<file path="config.mk">
export PLATFORM = sky130hd
export DESIGN_NAME = chacha_jobq
export DESIGN_NICKNAME = d
export VERILOG_FILES = /design/src/sv/chacha_pkg.sv /design/src/sv/chacha_jobq.sv
export SDC_FILE = /design/constraint.sdc
export NUM_CORES = 1
export LEC_CHECK = 0
export BUFFER_PORTS_ARGS = -buffer_cell sky130_fd_sc_hd__buf_2
export CAP_MARGIN = 20
export CELL_PAD_IN_SITES_DETAIL_PLACEMENT = 2
export CELL_PAD_IN_SITES_GLOBAL_PLACEMENT = 2
export CORE_ASPECT_RATIO = 1.4
export CORE_MARGIN = 2
export CORE_UTILIZATION = 37
export CTS_CLUSTER_SIZE = 30
export DETAILED_ROUTE_END_ITERATION = 10
export PLACE_DENSITY_LB_ADDON = 0.1
export SYNTH_ARGS = -nofsm -noshare
export SYNTH_HDL_FRONTEND = slang
export SYNTH_SLANG_ARGS = --single-unit
export TNS_END_PERCENT = 5
</file>
<file path="constraint.sdc">
create_clock -name clock -period 3.5 [get_ports clock]
set_input_delay 0.35 -clock clock [delete_from_list [all_inputs] [get_ports clock]]
set_output_delay 0.35 -clock clock [all_outputs]
set_load 0.03 [all_outputs]
</file>
<file path="src/sv/chacha_pkg.sv">
`timescale 1ns / 1ps
`default_nettype none
package chacha_pkg;

   localparam int ROUND_COUNT = 20;
   localparam int ROUND_W     = $clog2(ROUND_COUNT + 1);

   localparam int STATE_WORDS = 16;
   localparam int BLOCK_BYTES = 64;
   localparam int WORD_BYTES  = 8;
   localparam int BLOCK_WORDS = BLOCK_BYTES / WORD_BYTES;
   localparam int WORD_IDX_W  = $clog2(BLOCK_WORDS);

   localparam int JOBQ_DEPTH = 2;
   localparam int JOBQ_PTR_W = $clog2(JOBQ_DEPTH);
   localparam int JOBQ_CNT_W = $clog2(JOBQ_DEPTH + 1);

   localparam int CSR_INDEX_W = 3;
   localparam logic [CSR_INDEX_W-1:0] CSR_KEY_PART_0   = 3'd0;
   localparam logic [CSR_INDEX_W-1:0] CSR_KEY_PART_1   = 3'd1;
   localparam logic [CSR_INDEX_W-1:0] CSR_KEY_PART_2   = 3'd2;
   localparam logic [CSR_INDEX_W-1:0] CSR_KEY_PART_3   = 3'd3;
   localparam logic [CSR_INDEX_W-1:0] CSR_NONCE_VALUE  = 3'd4;
   localparam logic [CSR_INDEX_W-1:0] CSR_COUNTER_START = 3'd5;

   localparam logic [31:0] SIGMA_0 = 32'h61707865;
   localparam logic [31:0] SIGMA_1 = 32'h3320646e;
   localparam logic [31:0] SIGMA_2 = 32'h79622d32;
   localparam logic [31:0] SIGMA_3 = 32'h6b206574;

   typedef logic [31:0] word_type;
   typedef word_type [STATE_WORDS-1:0] state_type;

   typedef struct packed {
      logic [63:0] key_part_0;
      logic [63:0] key_part_1;
      logic [63:0] key_part_2;
      logic [63:0] key_part_3;
      logic [63:0] nonce_value;
   } cipher_cfg_type;

   typedef struct packed {
      logic [63:0] counter;
      logic [6:0]  wanted;
   } job_type;

   typedef struct packed {
      word_type a;
      word_type b;
      word_type c;
      word_type d;
   } quad_type;

   function automatic quad_type quarter(word_type a_in, word_type b_in,
                                        word_type c_in, word_type d_in);
      quad_type q;
      q.a = a_in;
      q.b = b_in;
      q.c = c_in;
      q.d = d_in;
      q.a = q.a + q.b;
      q.d = q.d ^ q.a;
      q.d = {q.d[15:0], q.d[31:16]};
      q.c = q.c + q.d;
      q.b = q.b ^ q.c;
      q.b = {q.b[19:0], q.b[31:20]};
      q.a = q.a + q.b;
      q.d = q.d ^ q.a;
      q.d = {q.d[23:0], q.d[31:24]};
      q.c = q.c + q.d;
      q.b = q.b ^ q.c;
      q.b = {q.b[24:0], q.b[31:25]};
      return q;
   endfunction

   function automatic state_type chacha_round(state_type s, logic diag);
      state_type r;
      quad_type  q;
      int        ib;
      int        ic;
      int        id;
      r = s;
      for (int i = 0; i < 4; i++) begin
         ib = diag ? 4 + ((i + 1) & 3) : 4 + i;
         ic = diag ? 8 + ((i + 2) & 3) : 8 + i;
         id = diag ? 12 + ((i + 3) & 3) : 12 + i;
         q = quarter(s[i], s[ib], s[ic], s[id]);
         r[i]  = q.a;
         r[ib] = q.b;
         r[ic] = q.c;
         r[id] = q.d;
      end
      return r;
   endfunction

   function automatic state_type build_init(cipher_cfg_type cfg, logic [63:0] counter);
      state_type s;
      s[0]  = SIGMA_0;
      s[1]  = SIGMA_1;
      s[2]  = SIGMA_2;
      s[3]  = SIGMA_3;
      s[4]  = cfg.key_part_0[31:0];
      s[5]  = cfg.key_part_0[63:32];
      s[6]  = cfg.key_part_1[31:0];
      s[7]  = cfg.key_part_1[63:32];
      s[8]  = cfg.key_part_2[31:0];
      s[9]  = cfg.key_part_2[63:32];
      s[10] = cfg.key_part_3[31:0];
      s[11] = cfg.key_part_3[63:32];
      s[12] = counter[31:0];
      s[13] = counter[63:32];
      s[14] = cfg.nonce_value[31:0];
      s[15] = cfg.nonce_value[63:32];
      return s;
   endfunction

endpackage
`default_nettype wire

</file>
<file path="src/sv/chacha_jobq.sv">
`timescale 1ns / 1ps
`default_nettype none
module chacha_jobq (
   input  logic                clock,
   input  logic                reset,
   input  logic                push,
   input  chacha_pkg::job_type push_job,
   output logic                full,
   output logic                valid,
   input  logic                pop,
   output chacha_pkg::job_type head_job
);
   import chacha_pkg::*;

   job_type                slot_ff [JOBQ_DEPTH];
   logic [JOBQ_PTR_W-1:0]  wr_ptr_ff;
   logic [JOBQ_PTR_W-1:0]  wr_ptr_in;
   logic [JOBQ_PTR_W-1:0]  rd_ptr_ff;
   logic [JOBQ_PTR_W-1:0]  rd_ptr_in;
   logic [JOBQ_CNT_W-1:0]  count_ff;
   logic [JOBQ_CNT_W-1:0]  count_in;
   logic                   do_push;
   logic                   do_pop;

   assign full     = count_ff == JOBQ_CNT_W'(JOBQ_DEPTH);
   assign valid    = count_ff != '0;
   assign do_push  = push && !full;
   assign do_pop   = pop && valid;
   assign head_job = slot_ff[rd_ptr_ff];

   assign wr_ptr_in = do_push ? wr_ptr_ff + 1'b1 : wr_ptr_ff;
   assign rd_ptr_in = do_pop ? rd_ptr_ff + 1'b1 : rd_ptr_ff;

   always_comb begin
      unique case ({do_push, do_pop})
         2'b10:   count_in = count_ff + 1'b1;
         2'b01:   count_in = count_ff - 1'b1;
         default: count_in = count_ff;
      endcase
   end

   always_ff @(posedge clock) begin
      if (do_push) begin
         slot_ff[wr_ptr_ff] <= push_job;
      end
   end

   always_ff @(posedge clock) begin
      if (reset) begin
         wr_ptr_ff <= '0;
         rd_ptr_ff <= '0;
         count_ff  <= '0;
      end else begin
         wr_ptr_ff <= wr_ptr_in;
         rd_ptr_ff <= rd_ptr_in;
         count_ff  <= count_in;
      end
   end

endmodule
`default_nettype wire

</file>
==> metrics <==
final slew viol count=0; Inserted Clock Buffers=17; Finished Core Util=0.4933; worst r2r src=count_ff[0]$_SDFFE_PP0P_; critical path class=register to output pin; via density per instance=4.702; final hold viol count=0; max cap viols=0; Detailed Routing Iterations Pass 1=4; DRT antenna net count=0; register area share after synthesis=0.8188; die area=0.01540 mm^2; Starting Density=0.3814; Critical Path End Type=output pin; CP max stage delay=approximately 0.98 ns; R2R depth=5; Cell Chain, Critical Path=mux2_2 > buf_2; clk_lat worst skew=a little over 0.4 ns; final WL=about 12 mm; combinational power share=0.272; post-synthesis area per instance=between 20 and 25 um^2; GPL Wtd Cong=0.6831; gr ovfl total=0; Hold Slack=between 0.1 and 0.15 ns; sequential power share=0.410; Min-Delay Path Class=primary input to register; commonest non-fill, non-tap cells in the layout=buf_2 (147), edfxtp_1 (142), mux2_2 (71), clkbuf_16 (17); Core Box Area=0.01397 mm^2; Static Leakage=~2.6 nW; first-pass GRT wire length=approximately 18 mm; share of cells above drive strength 1=0.6086; pin count of the biggest net entering global routing=72; cts repair resizes=0; Syn Inst Count=between 200 and 250; Port Buffers=between 100 and 150; CP required=3.15 ns; clk root buf=clkbuf_16; GRT Util Overall=0.1625; synthesized netlist net count=~320; fmax=0.4170 GHz; WHS Path Cells=1; chip width=105.4 um; drt first-iter violations=around 110; PwrDens=about 860 mW/mm^2; Final Setup Violations=0; CTS tree=yes; antenna cells=0; Vias=approximately 2,800; # clock sinks=around 150; Final nets=483; Critical Path AT=between 2 and 2.5 ns; sw frac=0.3234; Post-synth EDFFs=about 140; fin area=approximately 0.007 mm^2; WL/cell=around 20 um; initial antenna violation count=1; row count=between 50 and 60; Hold Buf Count CTS=0; Clk pwr share=0.318; critical path fanouts, max=71; area grow syn2layout=29.34%; hold_sp=push_job[12]; end of the worst register-to-register path=slot_ff[0][28]$_DFFE_PP_; status=complete, no violations; fin crit share=0.6851; H-tree depth=4; Worst Hold End=slot_ff[0][12]$_DFFE_PP_; Post-DP HPWL=approximately 7.6 mm; Post-CTS Repair Setup Buffers=0; clock skew=slightly below 0.01 ns; Slew headroom=0.2976; Seq cells post-synth=around 150; CTS max path bufs=2; Worst-Margin Slew=around 1.1 ns; vias in the first global route=roughly 3,200; mapped cell area=about 0.0053 mm^2; post-synthesis async set-or-reset flop share=0; R2R Setup Slk=1.21 ns; Yosys cell types=18; Yosys warning count=0; die height=around 150 um; minimum clock period=about 2.4 ns; I/O pin count=about 150; switching power=~1.9 mW; setup TNS=0 ns; ys flop type=edfxtp_1; Power Internal=roughly 4 mW; commonest non-fill, non-tap cell in the layout=buf_2; clk slew on worst S/H paths=about 0.060 ns; slowest cell on the critical path=dfxtp_4; CP startpoint kind=register; maximum VDD drop=between 0.4 and 0.5 mV; setup repair after global routing missed its margin=false; area post-placement=~0.0063 mm^2; Residual DRC=0
==> power by group through the flow <==
stage | logic [mW] | registers (mW) | clock network (mW)
final | 1.60 | 2.42 | 1.88
after detailed placement | 1.63 | 2.47 | 0
after global placement | 1.60 | 2.45 | 0
after CTS | 1.64 | 2.44 | 1.93
after floorplan | 1.27 | 2.31 | 0
after global routing | 1.69 | 2.47 | 1.99
==> Yosys cell counts, types with 2 or more instances <==
| master | number | share of area |
|---|---|---|
| o21ai_0 | 2 | 0.0019 |
| buf_2 | 8 | 0.0075 |
| a21oi_1 | 2 | 0.0019 |
| xnor2_1 | 2 | 0.0033 |
| inv_1 | 2 | 0.0014 |
| dfxtp_1 | 5 | 0.019 |
| or3_1 | 2 | 0.0023 |
| mux2_2 | 71 | 0.15 |
| edfxtp_1 | 142 | 0.80 |
| nor2_1 | 3 | 0.0021 |
==> layout make-up <==
type	instances	area, um^2
repair buffers	149	750.7
well taps	185	231.5
fillers	1261	7081
clock inverters	14	186.4
inverters	3	12.51
flip-flops and latches	147	4368
multi-input cells	89	919.6
clock buffers	17	425.4
==> registers in the layout, summed over array words and instances (netlist names), named ones only <==
register	flops
count_ff	2
rd_ptr_ff	1
wr_ptr_ff	1
slot_ff	142
==> how the worst max path moves through the flow <==
stage	from	slack, ns	to	cells past startpoint
after floorplan	count_ff[0]$_SDFFE_PP0P_	0.73	slot_ff[0][0]$_DFFE_PP_	4
after global placement	count_ff[0]$_SDFFE_PP0P_	1.23	slot_ff[0][12]$_DFFE_PP_	5
after detailed placement	count_ff[0]$_SDFFE_PP0P_	1.18	slot_ff[0][12]$_DFFE_PP_	5
after CTS	register	1.02	head_job[40]	2
after global routing	register	0.95	head_job[28]	2
final	register	1.10	head_job[21]	2
==> logic make-up (layout without fill, tap and decap cells) <==
kind of cell	after synthesis	in the layout	synth area share
AO/OA/AOI/OAI	5	5	0.005165
XOR/XNOR	3	3	0.004930
adder cells (fa/ha/maj)	1	1	0.002347
flip-flops	147	147	0.8188
buffers and inverters	11	183	0.009625
multiplexers	71	71	0.1500
AND/OR/NAND/NOR	9	9	0.009156
==> through the flow <==
stage / total power, mW / setup WS (ns) / cells
after floorplan: 3.585 / 0.7301 / 247
after global placement: 4.048 / 1.226 / 573
after detailed placement: 4.097 / 1.181 / 573
after CTS: 6.003 / 1.022 / 604
after global routing: 6.153 / 0.9465 / 604
final: 5.904 / 1.102 / 604
==> metal layers <==
| layer | vias to the layer above | GRT usage | wire length, um |
|---|---|---|---|
| met5 | - | 0 | 13 |
| met3 | 9 | 0.06250 | 669 |
| met1 | 1429 | 0.1735 | 4488 |
| li1 | 1298 | - | - |
| met4 | 2 | 0.05200 | 104 |
| met2 | 102 | 0.2926 | 6553 |
==> critical path, delay by kind of cell (launching register included) <==
family / cells / cell delay [ns]
flip-flops: 1 / 0.98
buffers and inverters: 1 / 0.18
multiplexers: 1 / 0.43
No activity file was read; power rests on OpenSTA's default activity.
