`src/sv/chacha_pkg.sv`:
```
`timescale 1ns / 1ps
`default_nettype none
package chacha_pkg;

   localparam int ROUND_COUNT = 20;
   localparam int ROUND_W     = $clog2(ROUND_COUNT + 1);

   localparam int STATE_WORDS = 16;
   localparam int BLOCK_BYTES = 64;
   localparam int WORD_BYTES  = 8;
   localparam int BLOCK_WORDS = BLOCK_BYTES / WORD_BYTES;
   localparam int WORD_IDX_W  = $clog2(BLOCK_WORDS);

   localparam int JOBQ_DEPTH = 2;
   localparam int JOBQ_PTR_W = $clog2(JOBQ_DEPTH);
   localparam int JOBQ_CNT_W = $clog2(JOBQ_DEPTH + 1);

   localparam int CSR_INDEX_W = 3;
   localparam logic [CSR_INDEX_W-1:0] CSR_KEY_PART_0   = 3'd0;
   localparam logic [CSR_INDEX_W-1:0] CSR_KEY_PART_1   = 3'd1;
   localparam logic [CSR_INDEX_W-1:0] CSR_KEY_PART_2   = 3'd2;
   localparam logic [CSR_INDEX_W-1:0] CSR_KEY_PART_3   = 3'd3;
   localparam logic [CSR_INDEX_W-1:0] CSR_NONCE_VALUE  = 3'd4;
   localparam logic [CSR_INDEX_W-1:0] CSR_COUNTER_START = 3'd5;

   localparam logic [31:0] SIGMA_0 = 32'h61707865;
   localparam logic [31:0] SIGMA_1 = 32'h3320646e;
   localparam logic [31:0] SIGMA_2 = 32'h79622d32;
   localparam logic [31:0] SIGMA_3 = 32'h6b206574;

   typedef logic [31:0] word_type;
   typedef word_type [STATE_WORDS-1:0] state_type;

   typedef struct packed {
      logic [63:0] key_part_0;
      logic [63:0] key_part_1;
      logic [63:0] key_part_2;
      logic [63:0] key_part_3;
      logic [63:0] nonce_value;
   } cipher_cfg_type;

   typedef struct packed {
      logic [63:0] counter;
      logic [6:0]  wanted;
   } job_type;

   typedef struct packed {
      word_type a;
      word_type b;
      word_type c;
      word_type d;
   } quad_type;

   function automatic quad_type quarter(word_type a_in, word_type b_in,
                                        word_type c_in, word_type d_in);
      quad_type q;
      q.a = a_in;
      q.b = b_in;
      q.c = c_in;
      q.d = d_in;
      q.a = q.a + q.b;
      q.d = q.d ^ q.a;
      q.d = {q.d[15:0], q.d[31:16]};
      q.c = q.c + q.d;
      q.b = q.b ^ q.c;
      q.b = {q.b[19:0], q.b[31:20]};
      q.a = q.a + q.b;
      q.d = q.d ^ q.a;
      q.d = {q.d[23:0], q.d[31:24]};
      q.c = q.c + q.d;
      q.b = q.b ^ q.c;
      q.b = {q.b[24:0], q.b[31:25]};
      return q;
   endfunction

   function automatic state_type chacha_round(state_type s, logic diag);
      state_type r;
      quad_type  q;
      int        ib;
      int        ic;
      int        id;
      r = s;
      for (int i = 0; i < 4; i++) begin
         ib = diag ? 4 + ((i + 1) & 3) : 4 + i;
         ic = diag ? 8 + ((i + 2) & 3) : 8 + i;
         id = diag ? 12 + ((i + 3) & 3) : 12 + i;
         q = quarter(s[i], s[ib], s[ic], s[id]);
         r[i]  = q.a;
         r[ib] = q.b;
         r[ic] = q.c;
         r[id] = q.d;
      end
      return r;
   endfunction

   function automatic state_type build_init(cipher_cfg_type cfg, logic [63:0] counter);
      state_type s;
      s[0]  = SIGMA_0;
      s[1]  = SIGMA_1;
      s[2]  = SIGMA_2;
      s[3]  = SIGMA_3;
      s[4]  = cfg.key_part_0[31:0];
      s[5]  = cfg.key_part_0[63:32];
      s[6]  = cfg.key_part_1[31:0];
      s[7]  = cfg.key_part_1[63:32];
      s[8]  = cfg.key_part_2[31:0];
      s[9]  = cfg.key_part_2[63:32];
      s[10] = cfg.key_part_3[31:0];
      s[11] = cfg.key_part_3[63:32];
      s[12] = counter[31:0];
      s[13] = counter[63:32];
      s[14] = cfg.nonce_value[31:0];
      s[15] = cfg.nonce_value[63:32];
      return s;
   endfunction

endpackage
`default_nettype wire

```
`src/sv/chacha_front.sv`:
```
`timescale 1ns / 1ps
`default_nettype none
module chacha_front (
   input  logic                              clock,
   input  logic                              reset,
   input  logic                              csr_write,
   input  logic [chacha_pkg::CSR_INDEX_W-1:0] csr_index,
   input  logic [63:0]                       csr_data,
   input  logic                              req_push,
   output logic                              req_full,
   input  logic                              req_restart,
   input  logic [6:0]                        req_bytes_wanted,
   input  logic                              jobq_full,
   output logic                              jobq_push,
   output chacha_pkg::job_type               jobq_job,
   output chacha_pkg::cipher_cfg_type        cfg
);
   import chacha_pkg::*;

   cipher_cfg_type cfg_ff;
   cipher_cfg_type cfg_in;
   logic [63:0]    counter_start_ff;
   logic [63:0]    counter_start_in;
   logic [63:0]    block_counter_ff;
   logic [63:0]    block_counter_in;
   logic [63:0]    base_counter;
   logic [6:0]     wanted_sat;
   logic           accept;
   logic           has_block;

   assign accept       = req_push && !jobq_full;
   assign base_counter = req_restart ? counter_start_ff : block_counter_ff;
   assign wanted_sat   = req_bytes_wanted[6] ? 7'(BLOCK_BYTES) : req_bytes_wanted;
   assign has_block    = req_bytes_wanted != 7'd0;

   always_comb begin
      cfg_in           = cfg_ff;
      counter_start_in = counter_start_ff;
      if (csr_write) begin
         unique case (csr_index)
            CSR_KEY_PART_0:    cfg_in.key_part_0  = csr_data;
            CSR_KEY_PART_1:    cfg_in.key_part_1  = csr_data;
            CSR_KEY_PART_2:    cfg_in.key_part_2  = csr_data;
            CSR_KEY_PART_3:    cfg_in.key_part_3  = csr_data;
            CSR_NONCE_VALUE:   cfg_in.nonce_value = csr_data;
            CSR_COUNTER_START: counter_start_in   = csr_data;
            default: begin
            end
         endcase
      end
   end

   always_comb begin
      block_counter_in = block_counter_ff;
      if (accept) begin
         block_counter_in = has_block ? base_counter + 64'd1 : base_counter;
      end
   end

   always_ff @(posedge clock) begin
      if (reset) begin
         cfg_ff           <= '0;
         counter_start_ff <= '0;
         block_counter_ff <= '0;
      end else begin
         cfg_ff           <= cfg_in;
         counter_start_ff <= counter_start_in;
         block_counter_ff <= block_counter_in;
      end
   end

   assign req_full         = jobq_full;
   assign jobq_push        = accept && has_block;
   assign jobq_job.counter = base_counter;
   assign jobq_job.wanted  = wanted_sat;
   assign cfg              = cfg_ff;

endmodule
`default_nettype wire

```
`config.mk`:
```
export PLATFORM = sky130hd
export DESIGN_NAME = chacha_front
export DESIGN_NICKNAME = d
export VERILOG_FILES = /design/src/sv/chacha_pkg.sv /design/src/sv/chacha_front.sv
export SDC_FILE = /design/constraint.sdc
export NUM_CORES = 1
export LEC_CHECK = 0
export BUFFER_PORTS_ARGS = -buffer_cell sky130_fd_sc_hd__buf_4
export CORE_MARGIN = 1
export CORE_UTILIZATION = 48
export CTS_CLUSTER_DIAMETER = 200
export CTS_CLUSTER_SIZE = 12
export DETAILED_ROUTE_END_ITERATION = 12
export PLACE_DENSITY_LB_ADDON = 0.12
export RECOVER_POWER = 50
export SLEW_MARGIN = 20
export SYNTH_ARGS = -nofsm -noshare
export SYNTH_HDL_FRONTEND = slang
export SYNTH_SLANG_ARGS = --single-unit
```
`constraint.sdc`:
```
create_clock -name clock -period 3 [get_ports clock]
set_clock_uncertainty 0.15 [all_clocks]
set_input_delay 0.3 -clock clock [delete_from_list [all_inputs] [get_ports clock]]
set_output_delay 0.3 -clock clock [all_outputs]
set_load 0.03 [all_outputs]
```
==> reports/metrics.yaml, run 1 <==
outcome: "complete, but fails checks"
violations: "capacitance limit, slew limit"
drt_pre_antenna_iters: 6
fillers: 3668
clk_pin_slew_worst_paths_ns: 0.07
clock_sinks: 448
antenna_left: 0
post_cts_resized: 0
yosys_warnings: 0
hpwl_um: 49600
route.met2.wl_um: 33400
met3_length_um: 6190
layout_common_cells: "nand2_1 (888), dfxtp_1 (448), a21oi_1 (407)"
syn_area_per_cell_um2: 7.85
p_sw_share_pct: 26.2
finalHoldViolCount: 0
antenna_found_initial: 1
power_uw: 12100
slew_viol_final: 292
synthesis.area_mm2: 0.0187
required_ns: 3.36
seqCellArea_mm2: 0.00897
start_util_pct: 49.2
worstPathMaxFanout: 11
coreArea_mm2: 0.0380
cts_root_buf: "clkbuf_16"
hold_path.class: "in -> reg"
die_w_um: 199
critical_path_class: "reg -> reg"
area_growth_pct: 24.4
finalSetupViolCount: 0
io_pins: 473
crit_path_end_kind: "register"
clk_path_buf_depth: 3
rows: 71
synth_enable_flop_cells: 0
arrival_ns: 2.84
combPwrFrac_pct: 9.3
multiInputGateArea_mm2: 0.00902
min_period_over_period_pct: 82.7
final_nets: 2931
synth-async-reset-ratio_pct: 0
cts_max_level: 2
cts_made_buffers: 43
overflow: 0
setup_tns_ns: 0
finalCriticalPeriod_ns: 2.48
place_congestion: 0.972
internal-power_uw: 8950
ys_seq_area_share_pct: 47.9
grtUsageTotal_pct: 34.8
r2r_setup_slack_ns: 0.52
avgViaCountPerCell: 5.61
die_h_um: 199
ys.flop_type: "dfxtp_1"
grt_pass1_wl_um: 105000
synth_seq_cells: 448
drc: 0
wire_per_inst_um: 21.1
dieArea_mm2: 0.0398
grt_max_degree: 227
placed_area_mm2: 0.0228
slew_headroom_pct: -18.9
routed_wirelength_um: 71000
tightest_slew_ns: 1.78
peakVddDrop_v: 0.000467
via_count: 18900
power_per_cell_area_mw_per_mm2: 521
seqPwrFrac_pct: 50.6
syn_inst: 2385
post-route-util_pct: 61.3
cap_violations: 2
p_clk_share_pct: 40.1
design_area_mm2: 0.0233
rsz0062_at_grt: "false"
final_common_cell: "nand2_1"
portBuffers: 472
insertion_delay_ns: 0.60
drive_gt1_share_pct: 11.9
m1WireLength_um: 28300
cts_tree: "built"
cellLeakagePower_uw: 0.00813
dr.max_layer_used: "met4"
switchingPower_uw: 3180
drt_iter0_markers: 1452
startpoint_type: "register"
grt_pass1_vias: 17600
syn_nets: 2466
synthDistinctLibCells: 64
clock.fmax_mhz: 403
==> state kept, by name, indices dropped and copies added (netlist names) <==
| signal | cells |
|---|---|
| cfg | 320 |
| block_counter_ff | 64 |
| counter_start_ff | 64 |
==> cells in the mapped netlist (3+ instances only) <==
cell type,instances,share of area [%]
xor2_1,4,0.19
nand4b_1,13,0.61
o31a_1,4,0.19
clkbuf_1,142,2.8
nor4_2,15,1.0
and4_1,4,0.19
nand4_1,29,0.97
mux2i_1,22,1.2
a211oi_1,6,0.24
nand2b_1,5,0.17
mux2_2,45,2.7
a22oi_1,12,0.48
or3_1,4,0.13
a211o_1,3,0.14
or4_1,4,0.16
o21ai_0,15,0.40
nor3_1,11,0.29
nor2_1,28,0.56
a22o_1,3,0.14
o211ai_1,10,0.40
dfxtp_1,448,48
buf_6,8,0.48
buf_2,12,0.32
a31oi_1,4,0.13
nand3b_1,25,1.0
a21oi_1,407,11
nor2b_1,8,0.27
a221oi_1,4,0.19
nand3_1,63,1.7
a21oi_2,3,0.14
xnor2_1,27,1.3
buf_4,5,0.20
o21ai_1,17,0.45
o22ai_1,4,0.13
a22oi_2,7,0.47
and2_1,6,0.20
inv_1,21,0.42
nand2_1,889,18
a311o_1,4,0.21
nor4_1,4,0.13
nand4_4,3,0.34
and3_1,8,0.27
==> power by group through the flow <==
| stage | logic (µW) | registers [µW] | clock network (µW) |
|---|---|---|---|
| after floorplan | 439 | 6430 | 0 |
| after CTS | 1210 | 6140 | 4930 |
| after global placement | 1130 | 6270 | 0 |
| final | 1130 | 6140 | 4860 |
| after global routing | 1190 | 6150 | 5160 |
| after detailed placement | 1140 | 6270 | 0 |
==> worst paths after layout <==
| kind | from | endpoint | depth (start not counted) |
|---|---|---|---|
| setup / recovery | block_counter_ff[0] | block_counter_ff[48] | 8 |
| hold / removal | req_bytes_wanted[4] | block_counter_ff[0] | 5 |
| setup reg to reg | block_counter_ff[0] | block_counter_ff[48] | 8 |
| hold reg to reg | cfg[196] | cfg[196] | 2 |
==> worst max-delay path, cell delays in order (launching register included) <==
cell      delay (ns)
dfxtp_1         0.37
mux2_4          0.20
ha_4            0.13
inv_2           0.04
a221oi_4        0.32
nand4_4         0.30
nand2b_4        0.30
or4_1           0.44
o211ai_1        0.17
==> metal layers <==
layer / GRT usage [%] / up-vias
met4: 16.6 / 0
met1: 43.0 / 8938
li1: - / 8939
met3: 7.85 / 153
met5: 0 / -
met2: 57.2 / 857
==> per-stage QoR <==
| stage | hold WS (ns) | worst slack, ns | std cells |
|---|---|---|---|
| floorplan | 0.273 | 0.00534 | 2385 |
| global placement | 0.291 | 0.292 | 3251 |
| detailed placement | 0.297 | 0.230 | 3251 |
| CTS | 0.0688 | 0.522 | 3363 |
| global route | 0.133 | 0.329 | 3364 |
| finish | 0.106 | 0.520 | 3364 |
==> cell type report <==
cell class,instances,area share [%]
inverter,21,0.338
tap,511,2.75
multi-input combinational,1749,38.7
clock buffer,43,4.62
antenna,1,0.0107
timing repair buffer,587,14.8
clock inverter,4,0.274
sequential,448,38.5
==> logic make-up after synthesis <==
| family | after synthesis | share of synthesized area [%] |
|---|---|---|
| adder cells (fa/ha/maj) | 1 | 0.0668 |
| AND/OR/NAND/NOR | 1131 | 26.7 |
| XOR/XNOR | 31 | 1.45 |
| flip-flops | 448 | 47.9 |
| AO/OA/AOI/OAI | 519 | 15.7 |
| multiplexers | 67 | 3.88 |
| buffers and inverters | 188 | 4.27 |
==> repair_timing <==
| action | 4_1_cts | 5_1_grt |
|---|---|---|
| setup buffers | 0 | 0 |
| hold buffers | 65 | 0 |
| endpoints found under the hold margin | 385 | 0 |
No activity file was read; power rests on OpenSTA's default activity.
==> run 2: changes to the inputs <==
Settings changed: ABC_AREA set to 1, CORE_UTILIZATION 48 to 50.
Clock period 3 ns to 2.55 ns, I/O delays scaled along.
==> reports/metrics.yaml, run 2 <==
power_uw: 15500
grtUsageTotal_pct: 38.4
yosysTopAreaCellShare_pct: 47.8
slew_viol_final: 0
synthDistinctLibCells: 35
cts_tree: "built"
finalCriticalPeriod_ns: 2.41
grt_max_degree: 111
rows: 70
grt_pass1_vias: 19600
hold_slack_ns: 0.0257
hpwl_um: 53300
place_congestion: 0.983
drc: 0
clock.fmax_mhz: 414
worstPathMaxFanout: 4
grt_pass1_wl_um: 114000
antenna_left: 0
wire_per_inst_um: 20.1
die_h_um: 196
overflow: 0
clk_path_buf_depth: 3
reg2regPathDepth: 15
largest_register_ffs: 320
synthMostInstantiatedCell: "nor2_1"
synth_area_leader_cell: "dfxtp_1"
power_per_cell_area_mw_per_mm2: 607
drt_iter0_markers: 2017
antenna_found_initial: 3
ys_seq_area_share_pct: 47.8
setup_tns_ns: 0
layout_common_cells: "nor2_1 (737), buf_4 (610), dfxtp_1 (448)"
peakVddDrop_v: 0.000633
crit_path_end_kind: "register"
arrival_ns: 2.74
finalSetupViolCount: 0
timing.rr.start: "counter_start_ff[0]"
finalHoldViolCount: 0
synth_area_leaders: "dfxtp_1 (48%), nor2_1 (15%), o21ai_0 (12%)"
clk_pin_slew_worst_paths_ns: 0.07
synthesis.area_mm2: 0.0188
syn_nets: 2793
drive_gt1_share_pct: 22.2
final_common_cell: "nor2_1"
dieArea_mm2: 0.0383
min_period_over_period_pct: 94.7
ys_top_cells_by_count: "nor2_1 (743), dfxtp_1 (448), o21ai_0 (439)"
routed_wirelength_um: 75700
worst_hold_path.endpoint: "block_counter_ff[37]"
final_nets: 3382
cellLeakagePower_uw: 0.0120
portBuffers: 472
syn_area_per_cell_um2: 6.92
reg2reg_to: "block_counter_ff[56]"
die_w_um: 196
avgViaCountPerCell: 5.45
cts_made_buffers: 43
synth-async-reset-ratio_pct: 0
yosys_warnings: 0
cts_max_level: 2
slew_headroom_pct: 49.4
min_path_cells: 4
cts_root_buf: "clkbuf_16"
insertion_delay_ns: 0.59
io_pins: 473
area_growth_pct: 36.2
ys.flop_type: "dfxtp_1"
tightest_slew_ns: 0.759
dp.cells: 3658
critical_path_class: "reg -> reg"
cap_violations: 0
outcome: "completed"
coreArea_mm2: 0.0368
fillers: 3115
finalNonFillerCells: 3772
startpoint_type: "register"
synth_seq_cells: 448
via_count: 20600
clock_sinks: 448
rsz0062_at_grt: "true"
required_ns: 2.87
hold_path.class: "in -> reg"
hp-start: "reset"
synth_enable_flop_cells: 0
r2r_setup_slack_ns: 0.14
start_util_pct: 51.0
drt_pre_antenna_iters: 6
syn_inst: 2712
## run 2: worst max path at each step
stage / start / end / cells after the start
6_report: counter_start_ff[0] / block_counter_ff[56] / 15
5_1_grt: counter_start_ff[0] / block_counter_ff[56] / 15
4_1_cts: counter_start_ff[0] / block_counter_ff[56] / 15
3_5_place_dp: counter_start_ff[0] / block_counter_ff[56] / 15
3_3_place_gp: req_restart / block_counter_ff[56] / 15
2_1_floorplan: req_restart / block_counter_ff[38] / 15
## run 2: final cells by class
| type | instances | area [µm²] | share of cell area [%] |
|---|---|---|---|
| Sequential cell | 448 | 8970 | 35.1 |
| Multi-Input combinational cell | 1893 | 8350 | 32.7 |
| Timing Repair Buffer | 704 | 5710 | 22.3 |
| Clock buffer | 44 | 1100 | 4.31 |
| Inverter | 211 | 802 | 3.14 |
| Tap cell | 468 | 586 | 2.29 |
| Clock inverter | 3 | 33.8 | 0.132 |
| Antenna cell | 1 | 2.50 | 0.00979 |
## run 2: per-stage QoR
step	instance area (µm²)	setup slack [ns]	util [%]
floorplan	18800	0.0228	-
global placement	23800	0.0975	64.7
detailed placement	23800	0.0843	64.7
CTS	25600	0.0791	69.5
global route	25600	-0.0312	69.5
finish	25600	0.136	69.5
## run 2: timing repair
item | 4_1_cts | 5_1_grt
resized for setup | 0 | 2
hold buffers | 64 | 0
endpoints found under the setup margin | 0 | 16
buffers inserted | 0 | 1
hold endpoints to repair | 381 | 0
## run 2: cell families (layout without fill, tap and decap cells)
logic type / Yosys count / after routing / share of synthesized area (%)
simple gates: 1264 / 1265 / 26.8
compound gates: 605 / 605 / 16.3
flops: 448 / 448 / 47.8
buf+inv: 372 / 962 / 7.97
xor+xnor: 22 / 22 / 1.03
fa+ha+maj: 1 / 1 / 0.0667
other cells: 0 / 1 / 0
## run 2: worst max-delay path, cell delays in order, from the launching register on
cell and delay [ns]:
dfxtp_1 0.31, inv_1 0.13, nand2_1 0.11, o21ai_0 0.11, inv_1 0.10, ha_1 0.14
inv_1 0.04, nor2_2 0.19, buf_4 0.16, nand3_2 0.14, nor3_2 0.36, nand3_1 0.12
nand2_1 0.08, nand3_1 0.06, nand2_1 0.07, inv_1 0.03
## run 2: where the power goes
group | total, µW | leakage (µW) | internal, µW | switching, µW
logic | 2330 | 0.00780 | 809 | 1520
registers | 7430 | 0.00365 | 7280 | 159
clock network | 5760 | 0.000558 | 3050 | 2710
## run 2: layer usage
layer / track usage, % / wire, µm / vias to the layer above
met5: 0 / 12 / -
met4: 20.5 / 4170 / 2
met3: 8.20 / 7490 / 214
met2: 60.7 / 33700 / 1073
met1: 49.3 / 30300 / 9531
li1: - / - / 9733
